[config.mk]
export PLATFORM = sky130hd
export DESIGN_NAME = slr_expression_evaluator
export DESIGN_NICKNAME = d
export VERILOG_FILES = /design/src/hw/rtl/slr_pkg.sv /design/src/hw/rtl/slr_expression_evaluator.sv /design/src/hw/rtl/slr_front.sv /design/src/hw/rtl/slr_div.sv /design/src/hw/rtl/slr_back.sv
export SDC_FILE = /design/constraint.sdc
export NUM_CORES = 2
export LEC_CHECK = 0
export BUFFER_PORTS_ARGS = -buffer_cell sky130_fd_sc_hd__buf_2
export CORE_MARGIN = 8
export CORE_UTILIZATION = 65
export CTS_BUF_LIST = sky130_fd_sc_hd__clkbuf_4 sky130_fd_sc_hd__clkbuf_8 sky130_fd_sc_hd__clkbuf_16
export CTS_CLUSTER_SIZE = 8
export DETAILED_ROUTE_END_ITERATION = 16
export PLACE_DENSITY = 0.92
export SKIP_LAST_GASP = 1
export SYNTH_ARGS = -nofsm -noshare
export SYNTH_HDL_FRONTEND = slang
export SYNTH_HIERARCHICAL = 1
export SYNTH_SLANG_ARGS = --single-unit
[constraint.sdc]
create_clock -name i_clk -period 15.6 [get_ports i_clk]
set_clock_uncertainty 0.2 [all_clocks]
set_input_delay 1.56 -clock i_clk [delete_from_list [all_inputs] [get_ports i_clk]]
set_output_delay 1.56 -clock i_clk [all_outputs]
set_load 0.05 [all_outputs]
[src/hw/rtl/slr_pkg.sv]
// Shared types, token and rule codes, and the SLR(1) action/goto tables
// for the expression evaluator. No dependencies.
package slr_pkg;

    localparam logic [3:0] KIND_ID     = 4'd1;
    localparam logic [3:0] KIND_NUM    = 4'd2;
    localparam logic [3:0] KIND_PLUS   = 4'd3;
    localparam logic [3:0] KIND_MINUS  = 4'd4;
    localparam logic [3:0] KIND_TIMES  = 4'd5;
    localparam logic [3:0] KIND_DIVIDE = 4'd6;
    localparam logic [3:0] KIND_OPEN   = 4'd7;
    localparam logic [3:0] KIND_CLOSE  = 4'd8;
    localparam logic [3:0] KIND_END    = 4'd9;

    localparam logic [3:0] RULE_ADD   = 4'd1;
    localparam logic [3:0] RULE_SUB   = 4'd2;
    localparam logic [3:0] RULE_E_T   = 4'd3;
    localparam logic [3:0] RULE_MUL   = 4'd4;
    localparam logic [3:0] RULE_DIV   = 4'd5;
    localparam logic [3:0] RULE_T_F   = 4'd6;
    localparam logic [3:0] RULE_F_ID  = 4'd7;
    localparam logic [3:0] RULE_PAREN = 4'd8;
    localparam logic [3:0] RULE_F_NUM = 4'd9;

    localparam logic [31:0] ID_VALUE = 32'd9999999;

    localparam int QUEUE_DEPTH = 4;
    localparam int QIDX_W      = $clog2(QUEUE_DEPTH);

    typedef struct packed {
        logic [3:0]  token_kind;
        logic [30:0] token_value;
    } t_token;

    typedef struct packed {
        logic [1:0]         status;
        logic signed [31:0] result_value;
    } t_result;

    typedef struct packed {
        logic [3:0]  kind;
        logic [31:0] value;
    } t_op;

    typedef enum logic [1:0] {
        ST_OK       = 2'd0,
        ST_SYNTAX   = 2'd1,
        ST_OVERFLOW = 2'd2,
        ST_DIVZERO  = 2'd3
    } t_status;

    typedef enum logic [1:0] {
        ACT_MISS,
        ACT_SHIFT,
        ACT_REDUCE,
        ACT_ACCEPT
    } t_act;

    typedef struct packed {
        t_act       typ;
        logic [4:0] arg;
    } t_action;

    typedef enum logic [1:0] {
        NT_E,
        NT_T,
        NT_F
    } t_nt;

    typedef struct packed {
        logic       ok;
        logic [4:0] st;
    } t_goto;

    typedef enum logic [2:0] {
        BS_IDLE,
        BS_ACT,
        BS_RED,
        BS_DIV,
        BS_REPORT
    } t_bstate;

    typedef struct packed {
        logic        start;
        logic [31:0] dividend;
        logic [31:0] divisor;
    } t_div_req;

    typedef struct packed {
        logic        done;
        logic [31:0] quotient;
    } t_div_rsp;

    function automatic t_action slr_action(logic [4:0] st, logic [3:0] kind);
        t_action a;
        a.typ = ACT_MISS;
        a.arg = '0;
        case (st)
            5'd0, 5'd6, 5'd7, 5'd8, 5'd9, 5'd10: begin
                case (kind)
                    KIND_ID: begin
                        a.typ = ACT_SHIFT;
                        a.arg = 5'd4;
                    end
                    KIND_NUM: begin
                        a.typ = ACT_SHIFT;
                        a.arg = 5'd5;
                    end
                    KIND_OPEN: begin
                        a.typ = ACT_SHIFT;
                        a.arg = 5'd6;
                    end
                    default: ;
                endcase
            end
            5'd1, 5'd11: begin
                case (kind)
                    KIND_PLUS: begin
                        a.typ = ACT_SHIFT;
                        a.arg = 5'd7;
                    end
                    KIND_MINUS: begin
                        a.typ = ACT_SHIFT;
                        a.arg = 5'd8;
                    end
                    KIND_END: begin
                        if (st == 5'd1) begin
                            a.typ = ACT_ACCEPT;
                        end
                    end
                    KIND_CLOSE: begin
                        if (st == 5'd11) begin
                            a.typ = ACT_SHIFT;
                            a.arg = 5'd16;
                        end
                    end
                    default: ;
                endcase
            end
            5'd2, 5'd12, 5'd13: begin
                if (kind inside {KIND_PLUS, KIND_MINUS, KIND_CLOSE, KIND_END}) begin
                    a.typ = ACT_REDUCE;
                    a.arg = (st == 5'd2)  ? {1'b0, RULE_E_T} :
                            (st == 5'd12) ? {1'b0, RULE_ADD} : {1'b0, RULE_SUB};
                end else if (kind == KIND_TIMES) begin
                    a.typ = ACT_SHIFT;
                    a.arg = 5'd9;
                end else if (kind == KIND_DIVIDE) begin
                    a.typ = ACT_SHIFT;
                    a.arg = 5'd10;
                end
            end
            5'd3, 5'd4, 5'd5, 5'd14, 5'd15, 5'd16: begin
                if (kind inside {KIND_PLUS, KIND_MINUS, KIND_TIMES, KIND_DIVIDE,
                                 KIND_CLOSE, KIND_END}) begin
                    a.typ = ACT_REDUCE;
                    case (st)
                        5'd3:    a.arg = {1'b0, RULE_T_F};
                        5'd4:    a.arg = {1'b0, RULE_F_ID};
                        5'd5:    a.arg = {1'b0, RULE_F_NUM};
                        5'd14:   a.arg = {1'b0, RULE_MUL};
                        5'd15:   a.arg = {1'b0, RULE_DIV};
                        default: a.arg = {1'b0, RULE_PAREN};
                    endcase
                end
            end
            default: ;
        endcase
        return a;
    endfunction

    function automatic t_goto slr_goto(logic [4:0] st, t_nt nt);
        t_goto g;
        g.ok = 1'b1;
        g.st = 5'd3;
        case (st)
            5'd0, 5'd6: begin
                case (nt)
                    NT_E:    g.st = (st == 5'd0) ? 5'd1 : 5'd11;
                    NT_T:    g.st = 5'd2;
                    default: g.st = 5'd3;
                endcase
            end
            5'd7, 5'd8: begin
                case (nt)
                    NT_E:    g.ok = 1'b0;
                    NT_T:    g.st = (st == 5'd7) ? 5'd12 : 5'd13;
                    default: g.st = 5'd3;
                endcase
            end
            5'd9, 5'd10: begin
                g.ok = (nt == NT_F);
                g.st = (st == 5'd9) ? 5'd14 : 5'd15;
            end
            default: g.ok = 1'b0;
        endcase
        return g;
    endfunction

    function automatic logic [1:0] slr_rule_len(logic [3:0] rule);
        logic [1:0] len;
        if (rule inside {RULE_ADD, RULE_SUB, RULE_MUL, RULE_DIV, RULE_PAREN}) begin
            len = 2'd3;
        end else begin
            len = 2'd1;
        end
        return len;
    endfunction

    function automatic t_nt slr_rule_lhs(logic [3:0] rule);
        t_nt nt;
        if (rule inside {RULE_ADD, RULE_SUB, RULE_E_T}) begin
            nt = NT_E;
        end else if (rule inside {RULE_MUL, RULE_DIV, RULE_T_F}) begin
            nt = NT_T;
        end else begin
            nt = NT_F;
        end
        return nt;
    endfunction

endpackage

[src/hw/rtl/slr_expression_evaluator.sv]
// SLR(1) expression evaluator top level: token queue in front of the parser
// engine. Depends on slr_pkg, slr_front, slr_back (and slr_div below it).
//
// Tokens enter through a 4-beat queue, so the lexer can keep sending while
// the parser works. The parser handles one token at a time: a shift goes
// through fetch and act, each reduction adds a stack read and a goto and
// arithmetic step, a division reduction also waits for the bit-serial
// divider, and a report (accept or error) loads the result register. After
// an error, tokens up to the end token are dropped at one per cycle while
// the queue holds them. The stacks live in RAM of STACK_DEPTH entries; no
// clearing pass is needed after reset.
module slr_expression_evaluator #(
    parameter int STACK_DEPTH = 64
) (
    input  logic             i_clk,
    input  logic             i_rst_n,
    input  logic             i_in_valid,
    output logic             o_in_ready,
    input  slr_pkg::t_token  i_token,
    output logic             o_out_valid,
    input  logic             i_out_ready,
    output slr_pkg::t_result o_result
);
    import slr_pkg::*;

    logic op_valid;
    logic op_pop;
    t_op  op;

    slr_front u_front (
        .i_clk      (i_clk),
        .i_rst_n    (i_rst_n),
        .i_in_valid (i_in_valid),
        .o_in_ready (o_in_ready),
        .i_token    (i_token),
        .o_op_valid (op_valid),
        .i_op_pop   (op_pop),
        .o_op       (op)
    );

    slr_back #(
        .STACK_DEPTH (STACK_DEPTH)
    ) u_back (
        .i_clk       (i_clk),
        .i_rst_n     (i_rst_n),
        .i_op_valid  (op_valid),
        .i_op        (op),
        .o_op_pop    (op_pop),
        .o_out_valid (o_out_valid),
        .i_out_ready (i_out_ready),
        .o_result    (o_result)
    );

endmodule

[src/hw/rtl/slr_front.sv]
// Token intake: classifies each token into a kind and stack value and
// queues it for the parser. Depends on slr_pkg.
module slr_front (
    input  logic           i_clk,
    input  logic           i_rst_n,
    input  logic           i_in_valid,
    output logic           o_in_ready,
    input  slr_pkg::t_token i_token,
    output logic           o_op_valid,
    input  logic           i_op_pop,
    output slr_pkg::t_op   o_op
);
    import slr_pkg::*;

    t_op               r_q [QUEUE_DEPTH];
    logic [QIDX_W-1:0] r_wp;
    logic [QIDX_W-1:0] r_rp;
    logic [QIDX_W:0]   r_cnt;
    t_op               op_in;
    logic              push;
    logic              pop;

    always_comb begin
        op_in.kind = i_token.token_kind;
        case (i_token.token_kind)
            KIND_ID:  op_in.value = ID_VALUE;
            KIND_NUM: op_in.value = {1'b0, i_token.token_value};
            default:  op_in.value = '0;
        endcase
    end

    assign o_in_ready = (r_cnt != (QIDX_W + 1)'(QUEUE_DEPTH));
    assign o_op_valid = (r_cnt != '0);
    assign o_op       = r_q[r_rp];
    assign push       = i_in_valid && o_in_ready;
    assign pop        = i_op_pop && o_op_valid;

    always_ff @(posedge i_clk) begin
        if (push) begin
            r_q[r_wp] <= op_in;
        end
    end

    always_ff @(posedge i_clk) begin
        if (!i_rst_n) begin
            r_wp  <= '0;
            r_rp  <= '0;
            r_cnt <= '0;
        end else begin
            if (push) begin
                r_wp <= r_wp + 1'b1;
            end
            if (pop) begin
                r_rp <= r_rp + 1'b1;
            end
            if (push && !pop) begin
                r_cnt <= r_cnt + 1'b1;
            end else if (pop && !push) begin
                r_cnt <= r_cnt - 1'b1;
            end
        end
    end

endmodule

[src/hw/rtl/slr_div.sv]
// Sequential signed divider, one quotient bit per cycle, truncating.
// Depends on slr_pkg.
module slr_div (
    input  logic               i_clk,
    input  logic               i_rst_n,
    input  slr_pkg::t_div_req  i_req,
    output slr_pkg::t_div_rsp  o_rsp
);
    import slr_pkg::*;

    logic        r_busy;
    logic        r_done;
    logic [4:0]  r_cnt;
    logic [31:0] r_rem;
    logic [31:0] r_q;
    logic [31:0] r_d;
    logic        r_neg;
    logic [32:0] trial;
    logic        ge;

    assign trial = {r_rem, r_q[31]};
    assign ge    = (trial >= {1'b0, r_d});

    assign o_rsp.done     = r_done;
    assign o_rsp.quotient = r_neg ? (32'd0 - r_q) : r_q;

    always_ff @(posedge i_clk) begin
        if (i_req.start) begin
            r_q   <= i_req.dividend[31] ? (32'd0 - i_req.dividend) : i_req.dividend;
            r_d   <= i_req.divisor[31] ? (32'd0 - i_req.divisor) : i_req.divisor;
            r_rem <= '0;
            r_neg <= i_req.dividend[31] ^ i_req.divisor[31];
        end else if (r_busy) begin
            r_rem <= ge ? 32'(trial - {1'b0, r_d}) : trial[31:0];
            r_q   <= {r_q[30:0], ge};
        end
    end

    always_ff @(posedge i_clk) begin
        if (!i_rst_n) begin
            r_busy <= 1'b0;
            r_done <= 1'b0;
            r_cnt  <= '0;
        end else begin
            r_done <= 1'b0;
            if (i_req.start) begin
                r_busy <= 1'b1;
                r_cnt  <= '0;
            end else if (r_busy) begin
                r_cnt <= r_cnt + 1'b1;
                if (r_cnt == 5'd31) begin
                    r_busy <= 1'b0;
                    r_done <= 1'b1;
                end
            end
        end
    end

endmodule

[src/hw/rtl/slr_back.sv]
// Parser engine: state and value stacks, action/goto sequencing, reductions
// and the result register. Depends on slr_pkg and slr_div.
module slr_back #(
    parameter int STACK_DEPTH = 64
) (
    input  logic             i_clk,
    input  logic             i_rst_n,
    input  logic             i_op_valid,
    input  slr_pkg::t_op     i_op,
    output logic             o_op_pop,
    output logic             o_out_valid,
    input  logic             i_out_ready,
    output slr_pkg::t_result o_result
);
    import slr_pkg::*;

    localparam int SP_W = $clog2(STACK_DEPTH);

    t_bstate         r_state;
    t_bstate         n_state;
    logic [SP_W-1:0] r_sp;
    logic [4:0]      r_top_st;
    logic [31:0]     r_top_val;
    logic [3:0]      r_kind;
    logic [31:0]     r_pval;
    logic            r_discard;
    logic [3:0]      r_rule;
    t_status         r_status;
    logic [31:0]     r_res;
    logic [4:0]      mem_st  [STACK_DEPTH];
    logic [31:0]     mem_val [STACK_DEPTH];
    logic [4:0]      r_st_rd;
    logic [31:0]     r_val_rd;
    logic            r_rd_zero;
    logic [4:0]      r_pend_st;
    logic [SP_W-1:0] r_pend_sp;
    logic            r_out_valid;
    t_result         r_out;

    t_div_req        div_req;
    t_div_rsp        div_rsp;
    t_action         act;
    logic [3:0]      act_rule;
    logic [1:0]      act_len;
    logic            a_push;
    logic            a_accept;
    logic            a_reduce;
    logic            a_err;
    t_status         a_code;
    logic [SP_W-1:0] st_addr;
    logic [SP_W-1:0] val_addr;
    logic [SP_W-1:0] base_sp;
    t_goto           gt;
    logic            red_err;
    logic [31:0]     red_val;
    logic            out_free;
    logic            push_we;

    slr_div u_div (
        .i_clk   (i_clk),
        .i_rst_n (i_rst_n),
        .i_req   (div_req),
        .o_rsp   (div_rsp)
    );

    always_comb begin
        act      = slr_action(r_top_st, r_kind);
        act_rule = act.arg[3:0];
        act_len  = slr_rule_len(act_rule);
        a_push   = 1'b0;
        a_accept = 1'b0;
        a_reduce = 1'b0;
        a_err    = 1'b0;
        a_code   = ST_SYNTAX;
        case (act.typ)
            ACT_SHIFT: begin
                if (r_sp == SP_W'(STACK_DEPTH - 1)) begin
                    a_err  = 1'b1;
                    a_code = ST_OVERFLOW;
                end else begin
                    a_push = 1'b1;
                end
            end
            ACT_ACCEPT: a_accept = 1'b1;
            ACT_REDUCE: begin
                if (r_sp < SP_W'(act_len)) begin
                    a_err = 1'b1;
                end else if (act_rule == RULE_DIV && r_top_val == '0) begin
                    a_err  = 1'b1;
                    a_code = ST_DIVZERO;
                end else begin
                    a_reduce = 1'b1;
                end
            end
            default: a_err = 1'b1;
        endcase
        st_addr  = r_sp - SP_W'(act_len);
        val_addr = r_sp - ((act_rule == RULE_PAREN) ? SP_W'(1) : SP_W'(2));
    end

    always_comb begin
        gt      = slr_goto(r_rd_zero ? 5'd0 : r_st_rd, slr_rule_lhs(r_rule));
        red_err = !gt.ok;
        base_sp = r_sp - SP_W'(slr_rule_len(r_rule)) + SP_W'(1);
        case (r_rule)
            RULE_ADD:   red_val = r_val_rd + r_top_val;
            RULE_SUB:   red_val = r_val_rd - r_top_val;
            RULE_MUL:   red_val = 32'(r_val_rd * r_top_val);
            RULE_PAREN: red_val = r_val_rd;
            default:    red_val = r_top_val;
        endcase
    end

    assign out_free = !r_out_valid || i_out_ready;

    always_comb begin
        n_state = r_state;
        case (r_state)
            BS_IDLE: begin
                if (i_op_valid && !r_discard) begin
                    n_state = BS_ACT;
                end
            end
            BS_ACT: begin
                if (a_push) begin
                    n_state = BS_IDLE;
                end else if (a_reduce) begin
                    n_state = BS_RED;
                end else begin
                    n_state = BS_REPORT;
                end
            end
            BS_RED: begin
                if (red_err) begin
                    n_state = BS_REPORT;
                end else if (r_rule == RULE_DIV) begin
                    n_state = BS_DIV;
                end else begin
                    n_state = BS_ACT;
                end
            end
            BS_DIV: begin
                if (div_rsp.done) begin
                    n_state = BS_ACT;
                end
            end
            BS_REPORT: begin
                if (out_free) begin
                    n_state = BS_IDLE;
                end
            end
            default: n_state = BS_IDLE;
        endcase
    end

    always_comb begin
        o_op_pop         = (r_state == BS_IDLE) && i_op_valid;
        push_we          = (r_state == BS_ACT) && a_push;
        div_req.start    = (r_state == BS_RED) && !red_err && (r_rule == RULE_DIV);
        div_req.dividend = r_val_rd;
        div_req.divisor  = r_top_val;
    end

    always_ff @(posedge i_clk) begin
        if (push_we) begin
            mem_st[r_sp]  <= r_top_st;
            mem_val[r_sp] <= r_top_val;
        end
        r_st_rd   <= mem_st[st_addr];
        r_val_rd  <= mem_val[val_addr];
        r_rd_zero <= (st_addr == '0);
    end

    always_ff @(posedge i_clk) begin
        if (!i_rst_n) begin
            r_state     <= BS_IDLE;
            r_sp        <= '0;
            r_top_st    <= '0;
            r_discard   <= 1'b0;
            r_out_valid <= 1'b0;
        end else begin
            r_state <= n_state;
            if ((r_state == BS_REPORT) && out_free) begin
                r_out_valid <= 1'b1;
            end else if (r_out_valid && i_out_ready) begin
                r_out_valid <= 1'b0;
            end
            case (r_state)
                BS_IDLE: begin
                    if (i_op_valid) begin
                        if (r_discard) begin
                            if (i_op.kind == KIND_END) begin
                                r_discard <= 1'b0;
                            end
                        end else begin
                            r_kind <= i_op.kind;
                            r_pval <= i_op.value;
                        end
                    end
                end
                BS_ACT: begin
                    r_rule <= act_rule;
                    r_res  <= r_top_val;
                    if (a_push) begin
                        r_sp      <= r_sp + SP_W'(1);
                        r_top_st  <= act.arg;
                        r_top_val <= r_pval;
                    end else if (a_err) begin
                        r_status <= a_code;
                    end else if (a_accept) begin
                        r_status <= ST_OK;
                    end
                end
                BS_RED: begin
                    if (red_err) begin
                        r_status <= ST_SYNTAX;
                    end else if (r_rule == RULE_DIV) begin
                        r_pend_st <= gt.st;
                        r_pend_sp <= base_sp;
                    end else begin
                        r_sp      <= base_sp;
                        r_top_st  <= gt.st;
                        r_top_val <= red_val;
                    end
                end
                BS_DIV: begin
                    if (div_rsp.done) begin
                        r_sp      <= r_pend_sp;
                        r_top_st  <= r_pend_st;
                        r_top_val <= div_rsp.quotient;
                    end
                end
                BS_REPORT: begin
                    if (out_free) begin
                        r_out.status        <= r_status;
                        r_out.result_value  <= (r_status == ST_OK) ? r_res : '0;
                        r_sp                <= '0;
                        r_top_st            <= '0;
                        r_discard           <= (r_status != ST_OK) && (r_kind != KIND_END);
                    end
                end
                default: ;
            endcase
        end
    end

    assign o_out_valid = r_out_valid;
    assign o_result    = r_out;

endmodule
==> results.txt, run 1 <==
Cts repair resizes: 0
Gpl congestion: 0.975
Synthesized cell area: 0.130 sq mm
Yosys reg bits: 2825
CTS max path bufs: 4
First Error: [ERROR GRT-0116] Global routing finished with congestion. Check the congestion regions in the DRC Viewer.
Max H-tree Level: 5
Distinct cells, synth: 99
Initial core utilization: 65.3%
Post-CTS Setup Bufs: 0
Post-synth top area cell: edfxtp_1
Syn Nets: 8083
Number of synthesized flops with an enable pin: 2723
Ranking of synthesized cells by area: edfxtp_1, mux4_2, fa_1
# hold bufs at CTS: 0
Status: stopped before the end
IO buf count: 74
First-pass GRT wire length: 956000 um
Vias in the first global route: 103000
Chip width: 464 um
CTS Buf Count: 404
Clock Root Buffer: clkbuf_16
Die Ht: 464 um
Ports: 75
Rows: 164
Post-Syn Area per Cell: 17.6 sq um
Stage reached: global routing
Synth Warn #: 6
Largest net degree at the start of global routing: 149
Total gr overflow: 3708
Async set-reset flop share out of synthesis: 0%
Detailed placement HPWL: 264000 um
Top_reg_cell synth: edfxtp_1
Syn Inst Count: 7411
Total track usage: 65.5%
Clock sinks: 2825
Yosys top cell area share: 62.8%
Seq/Total Area, Yosys: 64.3%
[routing by layer]
layer  GRT overflow  GRT usage (%)
met1            983           66.3
met2           1315           79.8
met3            657           56.5
met4            644           53.9
met5            109           36.4
[logic make-up after synthesis]
family | share of synthesized area, %
buffers and inverters | 2.57
adders and majority gates | 8.47
xor gates and xnor gates | 1.83
and+or+nand+nor | 5.07
DFF | 64.3
muxes | 14.3
AOI/OAI and AO/OA | 3.43
other | 0.00288
[Yosys cell counts, types with 19 or more instances]
master    instances
a211oi_1         36
a21o_1           48
a21oi_1         178
a31oi_1          19
and2_1          373
buf_1            70
clkbuf_1        290
dfxtp_1         102
edfxtp_1       2723
fa_1            414
ha_1            219
inv_1           473
mux2i_1          26
mux4_2          807
nand2_1         399
nand2b_1         32
nand3_1          47
nor2_1          247
nor2b_1          23
nor3_1           39
o21a_1           20
o21ai_0         156
o31ai_1          42
or3_1            33
or4_1            22
xnor2_1         179
xor2_1           91
[stage by stage]
stage / utilization (%) / std cells / worst slack, ns / instance area [sq um] / hold slack (ns)
global placement: 67.5 / 9955 / 7.28 / 135000 / 0.254
CTS: 73.3 / 10500 / 5.68 / 146000 / 0.289
detailed placement: 67.5 / 9955 / 6.26 / 135000 / 0.275
floorplan: - / 7411 / 6.77 / 130000 / 0.227
==> run 2, diff against run 1 <==
--- a/config.mk
+++ b/config.mk
@@ -7,11 +7,9 @@
 export LEC_CHECK = 0
 export BUFFER_PORTS_ARGS = -buffer_cell sky130_fd_sc_hd__buf_2
 export CORE_MARGIN = 8
-export CORE_UTILIZATION = 65
-export CTS_BUF_LIST = sky130_fd_sc_hd__clkbuf_4 sky130_fd_sc_hd__clkbuf_8 sky130_fd_sc_hd__clkbuf_16
-export CTS_CLUSTER_SIZE = 8
+export CORE_UTILIZATION = 40
 export DETAILED_ROUTE_END_ITERATION = 16
-export PLACE_DENSITY = 0.92
+export PLACE_DENSITY_LB_ADDON = 0.15
 export SKIP_LAST_GASP = 1
 export SYNTH_ARGS = -nofsm -noshare
 export SYNTH_HDL_FRONTEND = slang
==> results.txt, run 2 <==
Status: completed
Worst Hold Path Cells: 2
R2R Setup Slk: 6.86 ns
First drt pass iteration count: 8
Die Ht: 587 um (+27%)
Ports: 75 (unchanged)
Worst R2R Path Depth: 18
Fillers: 27800
Relative slew slack: 16.0%
Peak Freq: 114 MHz
Gpl congestion: 0.867 (-11%)
Post-Syn Area per Cell: 17.6 sq um (unchanged)
Seq/Total Area, Yosys: 64.3% (unchanged)
Die area: 0.344 sq mm
Vias in the first global route: 72900
DRC Markers: 0
Worst Path Max Fanout: 56
Syn Inst Count: 7411 (unchanged)
Most frequent cells in the layout: edfxtp_1, mux4_2, inv_1
Top flop regs: u_back/mem_val x2048, u_back/mem_st x320, u_front/r_q x140
Hold Vio Cnt, Final: 0
Max reg flops: 2048
Worst hold-check path type: reg2reg
Yosys reg bits: 2825 (unchanged)
Final min period: 8.74 ns
R2R Path Start: u_back/r_top_st[1]
Share of post-route cells with drive strength above 1: 21.2%
Post-CTS Setup Bufs: 0 (unchanged)
Commonest cells post-synth: edfxtp_1, mux4_2, inv_1
Top reg by flops: u_back/mem_val
Ranking of synthesized cells by area: edfxtp_1, mux4_2, fa_1
Yosys top cell area share: 62.8% (unchanged)
CTS Buf Count: 303 (-25%)
Largest net degree at the start of global routing: 100
WL per Instance: 32.7 um
First-iteration detailed-routing DRC count: 9445
Final setup fails: 0
Hold EP: u_back/u_div/r_rem[31]
Via count: 71800
Placement Cell Area: 0.137 sq mm (+1.7%)
Syn Nets: 8083 (unchanged)
Setup_tns: 0 ns
Post-synth top area cell: edfxtp_1
Total Wirelength: 401000 um
Clock sinks: 2825 (unchanged)
Synth Warn #: 6 (unchanged)
Area delta synth->final: 12.6%
Max_cap viols: 0
Clock Latency Late Sink: 0.92 ns
Most common cell in the netlist: edfxtp_1
Total gr overflow: 0
Design Area, Final: 0.147 sq mm
HP Start: u_back/u_div/r_rem[31]
Fin crit share: 56.0%
CP Launch Type: flop
FF-to-FF End: u_back/r_val_rd[17]
Top_reg_cell synth: edfxtp_1
Setup crit end kind: flop
Synthesized cell area: 0.130 sq mm (unchanged)
WP data required: 16.15 ns
Commonest non-fill, non-tap cell in the layout: edfxtp_1
Chip width: 587 um (+27%)
Detailed placement HPWL: 230000 um (-13%)
# hold bufs at CTS: 0 (unchanged)
Final Max Tran Viols: 0
Clock Root Buffer: clkbuf_16
CTS max path bufs: 4 (unchanged)
Max H-tree Level: 5 (unchanged)
CTS tree: built
Total track usage: 22.8%
CTS clk-pin slew, worst paths: 0.06 ns
Rows: 209 (+27%)
Nets@finish: 8300
Crit path DAT: 9.29 ns
WS Path Type: reg2reg
Core area: 0.324 sq mm
IO buf count: 74 (unchanged)
Worst-margin pin slew: 1.26 ns
Initial antenna violation count: 40
RSZ-0062 raised after global routing: no
First-pass GRT wire length: 563000 um
Number of synthesized flops with an enable pin: 2723 (unchanged)
Cts repair resizes: 0 (unchanged)
Async set-reset flop share out of synthesis: 0% (unchanged)
Initial core utilization: 40.2% (-25 points)
Via density: 5.86
Final ANT Viol Nets: 0
Distinct cells, synth: 99 (unchanged)
## run 2: layer usage
layer  GRT usage [%]  up-vias  part of all wire (%)
li1                -    29000                     -
met1            32.8    38900                    43
met2            36.3     3262                    46
met3            4.15      522                   8.3
met4            5.03        8                   2.3
met5               0        -                 0.012
## run 2: metrics by stage
step	setup WS, ns	hold slack, ns	utilization, %	cells
2_1_floorplan	6.77	0.227	-	7411
3_3_place_gp	7.09	0.264	42.2	11600
3_5_place_dp	7.01	0.271	42.2	11600
4_1_cts	7.00	0.287	45.2	12200
5_1_grt	6.64	0.328	45.2	12200
6_report	6.86	0.277	45.3	12200
## run 2: worst max-delay path by stage
| stage | startpoint | to | slack (ns) | cells after the start |
|---|---|---|---|---|
| global placement | u_back/r_top_st[1] | u_back/r_val_rd[13] | 7.09 | 18 |
| finish | u_back/r_top_st[1] | u_back/r_val_rd[17] | 6.86 | 18 |
| global route | u_back/r_top_st[1] | u_back/r_val_rd[17] | 6.64 | 18 |
| floorplan | u_back/r_top_st[1] | u_back/r_top_val[0] | 6.77 | 10 |
| CTS | u_back/r_top_st[1] | u_back/r_val_rd[13] | 7.00 | 18 |
| detailed placement | u_back/r_top_st[1] | u_back/r_val_rd[13] | 7.01 | 18 |
## run 2: critical path, stage by stage (launching register included)
cell and delay [ns]:
dfxtp_2 0.76, buf_4 0.54, nand2_1 0.14, or2_2 0.30, a21oi_1 0.37, o221ai_1 0.16, a211oi_1 0.45, nor2_1 0.15
inv_1 0.13, nor2_1 0.10, nand3_1 0.19, inv_1 0.11, ha_4 0.17, fa_4 1.34, buf_4 0.84, buf_4 0.83
mux4_2 0.42, mux4_2 0.64, mux4_2 0.51
## run 2: final cells by class
type                       instances  area [sq um]  share of cell area [%]
antenna                           49           123                  0.0836
clock buffer                     384          8070                    5.50
clock inverter                   165          1640                    1.12
inverter                         474          1780                    1.21
multi-input combinational       3722         43700                    29.8
sequential                      2825         83800                    57.1
tap                             4325          5410                    3.69
timing repair buffer             302          2130                    1.45
## run 2: cell families after synthesis
logic type / share of synthesized area (%)
and+or+nand+nor: 5.07
xor gates and xnor gates: 1.83
muxes: 14.3
AOI/OAI and AO/OA: 3.43
adders and majority gates: 8.47
other: 0.00288
buffers and inverters: 2.57
DFF: 64.3
Power of run 2 is left out: the tool's default activity adds up to more than one toggle a clock period on the data nets, which glitch-free logic cannot reach.
